<file path="src/rtl/adaptive_delta_modulator_defines.svh">
// Assertion macros used by the RTL core of the block.
`ifndef ADAPTIVE_DELTA_MODULATOR_DEFINES_SVH
`define ADAPTIVE_DELTA_MODULATOR_DEFINES_SVH

`ifndef SYNTH
`define ADM_ASSERT(label, prop) \
  label: assert property (@(posedge clk_i) disable iff (!rst_ni) prop) \
    else $error("adm: assertion failed");
`define ADM_ASSERT_NEVER(label, cond) \
  `ADM_ASSERT(label, !(cond))
`else
`define ADM_ASSERT(label, prop)
`define ADM_ASSERT_NEVER(label, cond)
`endif

`endif

</file>
<file path="src/rtl/adm_pkg.sv">
package adm_pkg;

  localparam int unsigned SampleWidth = 16;
  localparam int unsigned PredWidth   = 24;
  localparam int unsigned StepWidth   = 20;
  localparam int unsigned FracBits    = 8;

  localparam logic [StepWidth-1:0] StepInitialReset = 20'd256;
  localparam logic [StepWidth-1:0] StepFloorReset   = 20'd64;
  localparam logic [StepWidth-1:0] StepCeilingReset = 20'd65536;

  localparam logic signed [PredWidth-1:0] PredMax = 24'sh7FFFFF;
  localparam logic signed [PredWidth-1:0] PredMin = -24'sh800000;

  // Division by three of a 21-bit value: floor(x * DivThreeRecip / 2**DivThreeShift).
  localparam int unsigned DivThreeShift = 22;
  localparam logic [StepWidth:0] DivThreeRecip = 21'd1398102;

  localparam logic [1:0] RunSat = 2'd3;

  typedef enum logic [1:0] {
    RegMode        = 2'd0,
    RegStepInitial = 2'd1,
    RegStepFloor   = 2'd2,
    RegStepCeiling = 2'd3
  } reg_idx_e;

  typedef struct packed {
    logic                 mode;
    logic [StepWidth-1:0] step_initial;
    logic [StepWidth-1:0] step_floor;
    logic [StepWidth-1:0] step_ceiling;
  } cfg_t;

  typedef struct packed {
    logic                          cmd;
    logic signed [SampleWidth-1:0] sample_in;
    logic                          bit_in;
  } item_t;

  typedef struct packed {
    logic                        bit_out;
    logic signed [PredWidth-1:0] estimate;
    logic [StepWidth-1:0]        step_now;
  } result_t;

endpackage

</file>
<file path="src/rtl/adm_core.sv">
`include "adaptive_delta_modulator_defines.svh"

module adm_core (
  input  logic            clk_i,
  input  logic            rst_ni,
  input  adm_pkg::cfg_t   cfg_i,
  input  adm_pkg::item_t  item_i,
  input  logic            advance_i,
  output adm_pkg::result_t result_o
);

  localparam int unsigned SW = adm_pkg::StepWidth;
  localparam int unsigned PW = adm_pkg::PredWidth;
  localparam int unsigned ProdWidth = 2 * (SW + 1);

  logic signed [PW-1:0] pred_q, pred_d;
  logic [SW-1:0]        step_q, step_d;
  logic                 primed_q, primed_d;
  logic                 prev_q, prev_d;
  logic [1:0]           run_q, run_d;

  logic signed [PW-1:0] sample_fx;
  logic                 encode;
  logic                 priming;
  logic                 dbit;
  logic signed [PW:0]   moved;
  logic signed [PW-1:0] moved_sat;
  logic                 same;
  logic [1:0]           run_inc;
  logic                 mul_sel;
  logic [SW:0]          up;
  logic [SW-1:0]        up_clamped;
  logic [SW:0]          twice;
  logic [ProdWidth-1:0] prod;
  logic [SW-1:0]        quo;
  logic [SW-1:0]        down_clamped;
  logic [SW-1:0]        step_adapted;

  always_comb begin
    sample_fx = {item_i.sample_in, {adm_pkg::FracBits{1'b0}}};
    encode    = ~cfg_i.mode;
    priming   = ~item_i.cmd & encode & ~primed_q;
    dbit      = encode ? (sample_fx > pred_q) : item_i.bit_in;

    if (dbit) begin
      moved = {pred_q[PW-1], pred_q} + $signed({{(PW + 1 - SW){1'b0}}, step_q});
    end else begin
      moved = {pred_q[PW-1], pred_q} - $signed({{(PW + 1 - SW){1'b0}}, step_q});
    end
    if (moved[PW] != moved[PW-1]) begin
      moved_sat = moved[PW] ? adm_pkg::PredMin : adm_pkg::PredMax;
    end else begin
      moved_sat = moved[PW-1:0];
    end

    same    = (dbit == prev_q);
    run_inc = (run_q == adm_pkg::RunSat) ? adm_pkg::RunSat : run_q + 2'd1;
    mul_sel = same && (run_inc == adm_pkg::RunSat);

    up         = {1'b0, step_q} + {2'b0, step_q[SW-1:1]};
    up_clamped = (up > {1'b0, cfg_i.step_ceiling}) ? cfg_i.step_ceiling : up[SW-1:0];

    twice        = {step_q, 1'b0};
    prod         = ProdWidth'(twice) * ProdWidth'(adm_pkg::DivThreeRecip);
    quo          = prod[adm_pkg::DivThreeShift +: SW];
    down_clamped = (quo < cfg_i.step_floor) ? cfg_i.step_floor : quo;

    if (!same) begin
      step_adapted = down_clamped;
    end else if (mul_sel) begin
      step_adapted = up_clamped;
    end else begin
      step_adapted = step_q;
    end
  end

  always_comb begin
    pred_d   = pred_q;
    step_d   = step_q;
    primed_d = primed_q;
    prev_d   = prev_q;
    run_d    = run_q;
    result_o.bit_out  = 1'b0;
    result_o.estimate = pred_q;
    result_o.step_now = step_q;
    if (item_i.cmd) begin
      pred_d   = '0;
      step_d   = cfg_i.step_initial;
      primed_d = 1'b0;
    end else if (priming) begin
      pred_d   = sample_fx;
      primed_d = 1'b1;
    end else begin
      pred_d = moved_sat;
      step_d = step_adapted;
      prev_d = dbit;
      run_d  = same ? run_inc : 2'd1;
      result_o.bit_out = dbit;
    end
    result_o.estimate = pred_d;
    result_o.step_now = step_d;
  end

  always_ff @(posedge clk_i or negedge rst_ni) begin
    if (!rst_ni) begin
      pred_q   <= '0;
      step_q   <= adm_pkg::StepInitialReset;
      primed_q <= 1'b1;
      prev_q   <= 1'b0;
      run_q    <= '0;
    end else if (advance_i) begin
      pred_q   <= pred_d;
      step_q   <= step_d;
      primed_q <= primed_d;
      prev_q   <= prev_d;
      run_q    <= run_d;
    end
  end

  `ADM_ASSERT(run_nonzero_after_bit, advance_i && !item_i.cmd && !priming |=> run_q != 2'd0)
  `ADM_ASSERT(restart_clears, advance_i && item_i.cmd |=> pred_q == '0 && !primed_q)
  `ADM_ASSERT(ceiling_after_mul,
              advance_i && !item_i.cmd && !priming && mul_sel |=>
              step_q <= $past(cfg_i.step_ceiling))

endmodule

</file>
<file path="src/rtl/adaptive_delta_modulator.sv">
// One-bit adaptive delta modulator. With mode 0 each 16-bit sample is compared
// with the Q16.8 predictor and a delta bit is produced; with mode 1 each received
// bit drives the predictor. The step grows by 1.5 after three equal bits and
// shrinks by 1.5 on a change of bit, clamped to the configured ceiling and floor.
// A restart item clears the predictor and reloads the initial step; the next
// encode sample then primes the predictor. Registers on the APB port: mode at
// 0x0, step_initial at 0x4, step_floor at 0x8, step_ceiling at 0xC. The block
// takes one item per clock cycle while the result register is free or is being
// emptied. An item is held in the input register and then moves into the result
// register, from which its result is offered. A result that is not taken holds
// the input register, which then accepts no further item until the result is
// taken. The step adaptation with its reciprocal multiply for the division by
// three sets the longest path.
module adaptive_delta_modulator (
  input  logic                clk_i,
  input  logic                rst_ni,
  input  logic                psel,
  input  logic                penable,
  input  logic                pwrite,
  input  logic [3:0]          paddr,
  input  logic [31:0]         pwdata,
  output logic [31:0]         prdata,
  output logic                pready,
  input  logic                in_valid_i,
  output logic                in_ready_o,
  input  logic                cmd_i,
  input  logic signed [15:0]  sample_in_i,
  input  logic                bit_in_i,
  output logic                out_valid_o,
  input  logic                out_ready_i,
  output logic                bit_out_o,
  output logic signed [23:0]  estimate_o,
  output logic [19:0]         step_now_o
);

  localparam int unsigned SW = adm_pkg::StepWidth;

  adm_pkg::cfg_t    cfg_q;
  adm_pkg::reg_idx_e reg_idx;
  logic             cfg_wr;

  adm_pkg::item_t   in_q;
  logic             in_valid_q;
  adm_pkg::result_t res;
  adm_pkg::result_t out_q;
  logic             out_valid_q;
  logic             advance;
  logic             in_xfer;

  assign pready  = 1'b1;
  assign reg_idx = adm_pkg::reg_idx_e'(paddr[3:2]);
  assign cfg_wr  = psel & penable & pwrite;

  always_comb begin
    unique case (reg_idx)
      adm_pkg::RegMode:        prdata = {31'b0, cfg_q.mode};
      adm_pkg::RegStepInitial: prdata = {{(32 - SW){1'b0}}, cfg_q.step_initial};
      adm_pkg::RegStepFloor:   prdata = {{(32 - SW){1'b0}}, cfg_q.step_floor};
      adm_pkg::RegStepCeiling: prdata = {{(32 - SW){1'b0}}, cfg_q.step_ceiling};
      default:                 prdata = '0;
    endcase
  end

  always_ff @(posedge clk_i or negedge rst_ni) begin
    if (!rst_ni) begin
      cfg_q.mode         <= 1'b0;
      cfg_q.step_initial <= adm_pkg::StepInitialReset;
      cfg_q.step_floor   <= adm_pkg::StepFloorReset;
      cfg_q.step_ceiling <= adm_pkg::StepCeilingReset;
    end else if (cfg_wr) begin
      unique case (reg_idx)
        adm_pkg::RegMode:        cfg_q.mode         <= pwdata[0];
        adm_pkg::RegStepInitial: cfg_q.step_initial <= pwdata[SW-1:0];
        adm_pkg::RegStepFloor:   cfg_q.step_floor   <= pwdata[SW-1:0];
        adm_pkg::RegStepCeiling: cfg_q.step_ceiling <= pwdata[SW-1:0];
        default: ;
      endcase
    end
  end

  // An item moves on whenever the result register is free or is being emptied.
  assign advance    = in_valid_q & (~out_valid_q | out_ready_i);
  assign in_ready_o = ~in_valid_q | advance;
  assign in_xfer    = in_valid_i & in_ready_o;

  always_ff @(posedge clk_i or negedge rst_ni) begin
    if (!rst_ni) begin
      in_valid_q <= 1'b0;
    end else if (in_xfer) begin
      in_valid_q <= 1'b1;
    end else if (advance) begin
      in_valid_q <= 1'b0;
    end
  end

  always_ff @(posedge clk_i) begin
    if (in_xfer) begin
      in_q.cmd       <= cmd_i;
      in_q.sample_in <= sample_in_i;
      in_q.bit_in    <= bit_in_i;
    end
  end

  adm_core u_core (
    .clk_i     (clk_i),
    .rst_ni    (rst_ni),
    .cfg_i     (cfg_q),
    .item_i    (in_q),
    .advance_i (advance),
    .result_o  (res)
  );

  always_ff @(posedge clk_i or negedge rst_ni) begin
    if (!rst_ni) begin
      out_valid_q <= 1'b0;
    end else if (advance) begin
      out_valid_q <= 1'b1;
    end else if (out_ready_i) begin
      out_valid_q <= 1'b0;
    end
  end

  always_ff @(posedge clk_i) begin
    if (advance) begin
      out_q <= res;
    end
  end

  assign out_valid_o = out_valid_q;
  assign bit_out_o   = out_q.bit_out;
  assign estimate_o  = out_q.estimate;
  assign step_now_o  = out_q.step_now;

endmodule

</file>
<file path="config.mk">
export PLATFORM = sky130hd
export DESIGN_NAME = adaptive_delta_modulator
export DESIGN_NICKNAME = d
export VERILOG_FILES = /design/src/rtl/adm_pkg.sv /design/src/rtl/adm_core.sv /design/src/rtl/adaptive_delta_modulator.sv
export VERILOG_INCLUDE_DIRS = /design/src /design/src/rtl
export SDC_FILE = /design/constraint.sdc
export NUM_CORES = 1
export LEC_CHECK = 0
export BUFFER_PORTS_ARGS = -buffer_cell sky130_fd_sc_hd__buf_4
export CAP_MARGIN = 20
export CORE_MARGIN = 4
export CORE_UTILIZATION = 35
export CTS_CLUSTER_SIZE = 10
export DETAILED_ROUTE_END_ITERATION = 8
export GPL_ROUTABILITY_DRIVEN = 1
export GPL_TIMING_DRIVEN = 0
export SLEW_MARGIN = 20
export SYNTH_ARGS = -nofsm -noshare
export SYNTH_HDL_FRONTEND = slang
export SYNTH_SLANG_ARGS = --single-unit
</file>
<file path="constraint.sdc">
create_clock -name clk_i -period 10.9 [get_ports clk_i]
set_clock_uncertainty 0.05 [all_clocks]
set_input_delay 1.635 -clock clk_i [delete_from_list [all_inputs] [get_ports clk_i]]
set_output_delay 1.635 -clock clk_i [all_outputs]
set_load 0.01 [all_outputs]
</file>
==> results of run 1 <==
-- final timing paths --
kind                            cells past startpoint  slack, ns        startpoint          endpoint
worst max-delay path                               30       0.29  u_core.step_q[6]    step_now_o[17]
max in group asynchronous                           2       8.98            rst_ni  u_core.step_q[8]
worst min register to register                      1       0.46        in_valid_q       out_valid_o
worst max register to register                     30       0.29  u_core.step_q[6]    step_now_o[17]
min in group asynchronous                           1       1.03            rst_ni         cfg_q[46]
worst min-delay path                                1       0.46        in_valid_q       out_valid_o
-- Yosys cell counts (all sizes together), types with 8 or more instances --
library cell,instances,share of area [%]
buf,20,0.71
a22o,26,1.2
a211oi,16,0.62
o22ai,14,0.45
o21ai,119,3.1
nand2,161,3.1
mux2i,22,1.1
a31oi,20,0.65
and2,12,0.39
xor2,30,1.4
ha,306,20
a21o,42,1.6
nand2b,12,0.39
o211ai,15,0.58
a221oi,10,0.55
nor2,54,1.1
xnor2,54,2.5
clkbuf,45,0.88
mux2,66,3.9
and4,8,0.36
fa,137,14
nand3,26,0.67
o21a,17,0.66
nor2b,13,0.42
edfxtp,63,9.8
dfrtp,106,14
o21bai,10,0.39
nand4,15,0.49
and3,20,0.65
nor3,23,0.60
a21oi,115,3.0
inv,316,6.2
-- what timing repair did --
item,CTS,global route
endpoints found under the setup margin,36,23
resized for setup,6,8
setup buffers,0,0
-- cells by family (layout without fill, tap and decap cells) --
group / count (synthesis) / count (layout) / synth area share (%)
AO/OA/AOI/OAI: 472 / 472 / 15.9
XOR/XNOR: 85 / 85 / 3.93
adder cells (fa/ha/maj): 443 / 443 / 34.1
buffers and inverters: 382 / 528 / 7.76
flip-flops: 174 / 174 / 24.3
multiplexers: 89 / 89 / 5.11
other: 2 / 13 / 0.0390
AND/OR/NAND/NOR: 365 / 365 / 8.89
-- per-stage QoR --
step                instance area (sq um)  hold WS, ns  TNS (ns)
finish                              21800        0.464         0
global route                        21800        0.501         0
CTS                                 21700        0.468         0
detailed placement                  21100        0.442    -15.83
global placement                    21000        0.422    -10.10
floorplan                           19300        0.407         0
-- final cells by class --
cell class	count	share of cell area [%]
multi-input combinational	1467	60.6
sequential	174	21.5
inverter	317	5.47
timing repair buffer	114	4.10
tap	696	4.00
clock buffer	18	1.97
buffer	65	1.43
clock inverter	14	0.914
-- sequential cells by signal (all words and copies together) (netlist names) --
signal / flops
u_core.pred_q: 24
in_q: 18
bit_out_o: 1
u_core.primed_q: 1
in_valid_q: 1
estimate_o: 24
cfg_q: 61
out_valid_o: 1
step_now_o: 20
u_core.step_q: 20
u_core.prev_q: 1
u_core.run_q: 2
-- metal layers --
metal | up-vias | track usage [%] | wire [um]
met2 | 547 | 33.1 | 27600
met3 | 95 | 3.30 | 3910
met1 | 7734 | 29.5 | 28300
met4 | 0 | 7.25 | 2210
li1 | 7270 | - | -
met5 | - | 0 | 0
==> results.toml, run 1 <==
[final_layout]
fin_util_pct = 40.2
layout-drive-gt1-share_pct = 11.9
final_common_cell = "inv_1"
nets = 2660
layoutNonFillerInstCount = 2865
final_cell_mix = "inv_1, ha_1, nand2_1"
num-fill-cells = 5292
area_growth_pct = 12.9
antenna_cells = 0
seq_area_sq_um = 4690
multi_input_area_sq_um = 13200

[sta]
slew_headroom_pct = 32.2
min_period_ns = 10.61
rsz0062_at_grt = "no"
finalCritPeriodShare_pct = 97.3
fmax_mhz = 94.2
layout_setup_ws_ns = 0.289
maxSlewViolCount = 0
setup_viol = 0
finalHoldViolCount = 0
worst_slew_pin_slew_ns = 1.02

[route]
post_drt_wl_per_cell_um = 21.6
vias = 15646
routed_wl_um = 62000
drc = 0
avgViaCountPerCell = 5.46
initialDrtViolationCount = 1263
drtAntennaViolNets = 0
dr.pass1.iters = 5

[global_routing]
grt_start_max_net_pins = 76
grt_pass1_wl_um = 95500
first_global_vias = 15974
grt.total_usage_pct = 21.0
gr-total-overflow = 0
antenna_found_initial = 0

[yosys]
ys.flop_type = "dfrtp_1"
ys_seq_area_share_pct = 24.3
syn_inst = 2012
yosys_register_bits = 174
synth.avg_cell_area_sq_um = 9.58
netlist_area_sq_um = 19300
synth_warnings = 0
synth_edf_count = 63
ys_async_sr_fraction_pct = 63.8
yosysUniqueCellTypes = 73

[clocking]
clock-sinks = 174
insertion_delay_ns = 0.46
root_buffer = "clkbuf_16"
cts_buffers = 17
cts.path.max_buffers = 2
cts.clk_slew.worst_paths_ns = 0.07
ctsHtreeMaxLevel = 4
holdBufCountCts = 0
cts_tree = "yes"

[critical_path]
cpMaxStageDelayCell = "dfrtp_1"
end_kind = "flop"
cpMostUsedCell = "fa_1"
worstPathRequired_ns = 11.06
cpPeakStageDelay_ns = 0.71
worstPathArrival_ns = 10.77
cp_max_fo = 10
path_buf_inv = 5
critPathKind = "flop to flop"
cpLargestDelayFamily = "adder cells"
critPathLaunchType = "flop"

[place]
finalWeightedCongestion = 0.939
dp_hpwl_um = 51400
post-place-ws_ns = -0.801
portBuffers = 112
place_inst = 2833

[floorplanning]
coreArea_sq_um = 54100
std_cell_rows = 85
io_pins = 141
die_w_um = 243
initial_utilization_pct = 35.6
die_h_um = 243
dieArea_sq_um = 58900

[outcome]
outcome = "completed"

[worst_hold_path]
min_path_type = "flop to flop"

[flow_run]
maxCapViolCount = 0
Power of run 1 is not shown: default switching activity piles up to over one toggle a cycle in this logic, so the estimate is an artifact.
==> run 2, diff against run 1 <==
--- a/config.mk
+++ b/config.mk
@@ -14,6 +14,7 @@
 export DETAILED_ROUTE_END_ITERATION = 8
 export GPL_ROUTABILITY_DRIVEN = 1
 export GPL_TIMING_DRIVEN = 0
+export MAX_ROUTING_LAYER = met4
 export SLEW_MARGIN = 20
 export SYNTH_ARGS = -nofsm -noshare
 export SYNTH_HDL_FRONTEND = slang
==> run 2 against run 1 <==
Critical path depth decreased by 1. First-iteration DRC count decreased by 3.2%. Worst hold slack got worse by 0.0099 ns. Cell area about the same. Sequential share of layout area about the same. Count of clock-buffer cells in the layout increased by 4. Flip-flop and latch count unchanged. Setup slack improved by 0.11 ns. Die area unchanged.
==> results.toml, run 2 (synthesized netlist as in run 1, its figures left out) <==
[global_routing]
gr-total-overflow = 0
grt.total_usage_pct = 21.6
antenna_found_initial = 2
grt_start_max_net_pins = 72
first_global_vias = 15891
grt_pass1_wl_um = 95700

[route]
post_drt_wl_per_cell_um = 21.6
routed_wl_um = 61900
drtAntennaViolNets = 0
avgViaCountPerCell = 5.44
drc = 0
dr.pass1.iters = 5
initialDrtViolationCount = 1223
vias = 15574

[critical_path]
cpMaxStageDelayCell = "dfrtp_1"
worstRegToRegCells = 29
cpPeakStageDelay_ns = 0.79
end_kind = "flop"
cpMostUsedCell = "fa_1"
worstPathRequired_ns = 11.05
cp_max_fo = 11
r2r_start = "u_core.step_q[12]"
critPathLaunchType = "flop"
critPathKind = "flop to flop"
r2r_slack_ns = 0.40
critical_path.startpoint = "u_core.step_q[12]"
crit_path_end = "step_now_o[16]"
timing.rr.end = "step_now_o[16]"
worstPathArrival_ns = 10.66

[floorplanning]
coreArea_sq_um = 54100
io_pins = 141
die_w_um = 243
die_h_um = 243
initial_utilization_pct = 35.6
dieArea_sq_um = 58900
std_cell_rows = 85

[clocking]
postCtsSetupBuffers = 0
root_buffer = "clkbuf_16"
cts.clk_slew.worst_paths_ns = 0.07
holdBufCountCts = 0
clock-sinks = 174
cts.path.max_buffers = 2
ctsHtreeMaxLevel = 4
cts_buffers = 17
cts_tree = "yes"
insertion_delay_ns = 0.46

[final_layout]
largest-register = "cfg_q"
layout-drive-gt1-share_pct = 11.9
nets = 2660
antenna_cells = 0
layoutNonFillerInstCount = 2865
final_cell_mix = "inv_1, ha_1, nand2_1"
final_common_cell = "inv_1"
area_growth_pct = 12.9
largest_reg_flops = 61

[sta]
slew_headroom_pct = 31.3
rsz0062_at_grt = "no"
min_period_ns = 10.50
setup_viol = 0
finalCritPeriodShare_pct = 96.4
finalHoldViolCount = 0
fmax_mhz = 95.2
worst_slew_pin_slew_ns = 1.02
maxSlewViolCount = 0

[place]
dp_hpwl_um = 51500
portBuffers = 112
place_inst = 2833
finalWeightedCongestion = 0.946

[flow_run]
maxCapViolCount = 0

[worst_hold_path]
min_path_type = "flop to flop"

[outcome]
outcome = "completed"
==> run 2: cell count changes in the layout (fill, tap and decap cells not counted), moves of 2 or more <==
cell and change:
clkbuf_8 +2, clkinv_2 +2, clkinvlp_4 -2, inv_8 -2
==> run 2: cell type report <==
cell class                      count  area, sq um
Timing Repair Buffer              114          892
Buffer                             65          310
Clock inverter                     10          125
Fill cell                        5279        32400
Inverter                          317         1190
Multi-Input combinational cell   1467        13200
Tap cell                          696          871
Sequential cell                   174         4680
Clock buffer                       22          487
==> run 2: critical path: cells and delay by family, from the launching register on <==
family          cells  cell delay (ns)
simple gates        5             1.12
mux                 1             0.50
buf+inv             4             0.78
fa+ha+maj           9             4.01
flops               1             0.79
xor+xnor            1             0.21
compound gates      9             2.79
==> run 2: layer usage <==
layer  up-vias  global-route usage, %  wire length [um]
li1       7259                      -                 -
met4         0                   4.77              1470
met2       513                   34.3             28500
met5         -                      -                 0
met3        75                   3.15              3600
met1      7727                   29.4             28400
==> run 2: how the worst min path moves through the flow <==
stage          startpoint  depth (start not counted)  slack, ns     endpoint
6_report       in_valid_q                          1       0.45  out_valid_o
5_1_grt        in_valid_q                          1       0.49  out_valid_o
4_1_cts        in_valid_q                          1       0.46  out_valid_o
3_5_place_dp   in_valid_q                          1       0.44  out_valid_o
3_3_place_gp   in_valid_q                          1       0.43  out_valid_o
2_1_floorplan  in_valid_q                          1       0.41  out_valid_o
==> run 2: stage by stage <==
stage / area, sq um / worst slack, ns / setup TNS, ns / hold slack [ns] / util, %
3_3_place_gp: 21000 / -0.541 / -7.67 / 0.425 / 38.9
2_1_floorplan: 19300 / 2.09 / 0 / 0.407 / -
6_report: 21800 / 0.396 / 0 / 0.454 / 40.2
4_1_cts: 21700 / 0.161 / 0 / 0.461 / 40.1
3_5_place_dp: 21100 / -0.621 / -9.90 / 0.443 / 39.0
5_1_grt: 21800 / 0.0640 / 0 / 0.487 / 40.2
==> run 2: timing repair <==
item / in CTS / in global routing
gates resized for setup: 5 / 9
setup endpoints to repair: 34 / 23
gates cloned: 0 / 0
Power of run 2 is left out for the same reason.
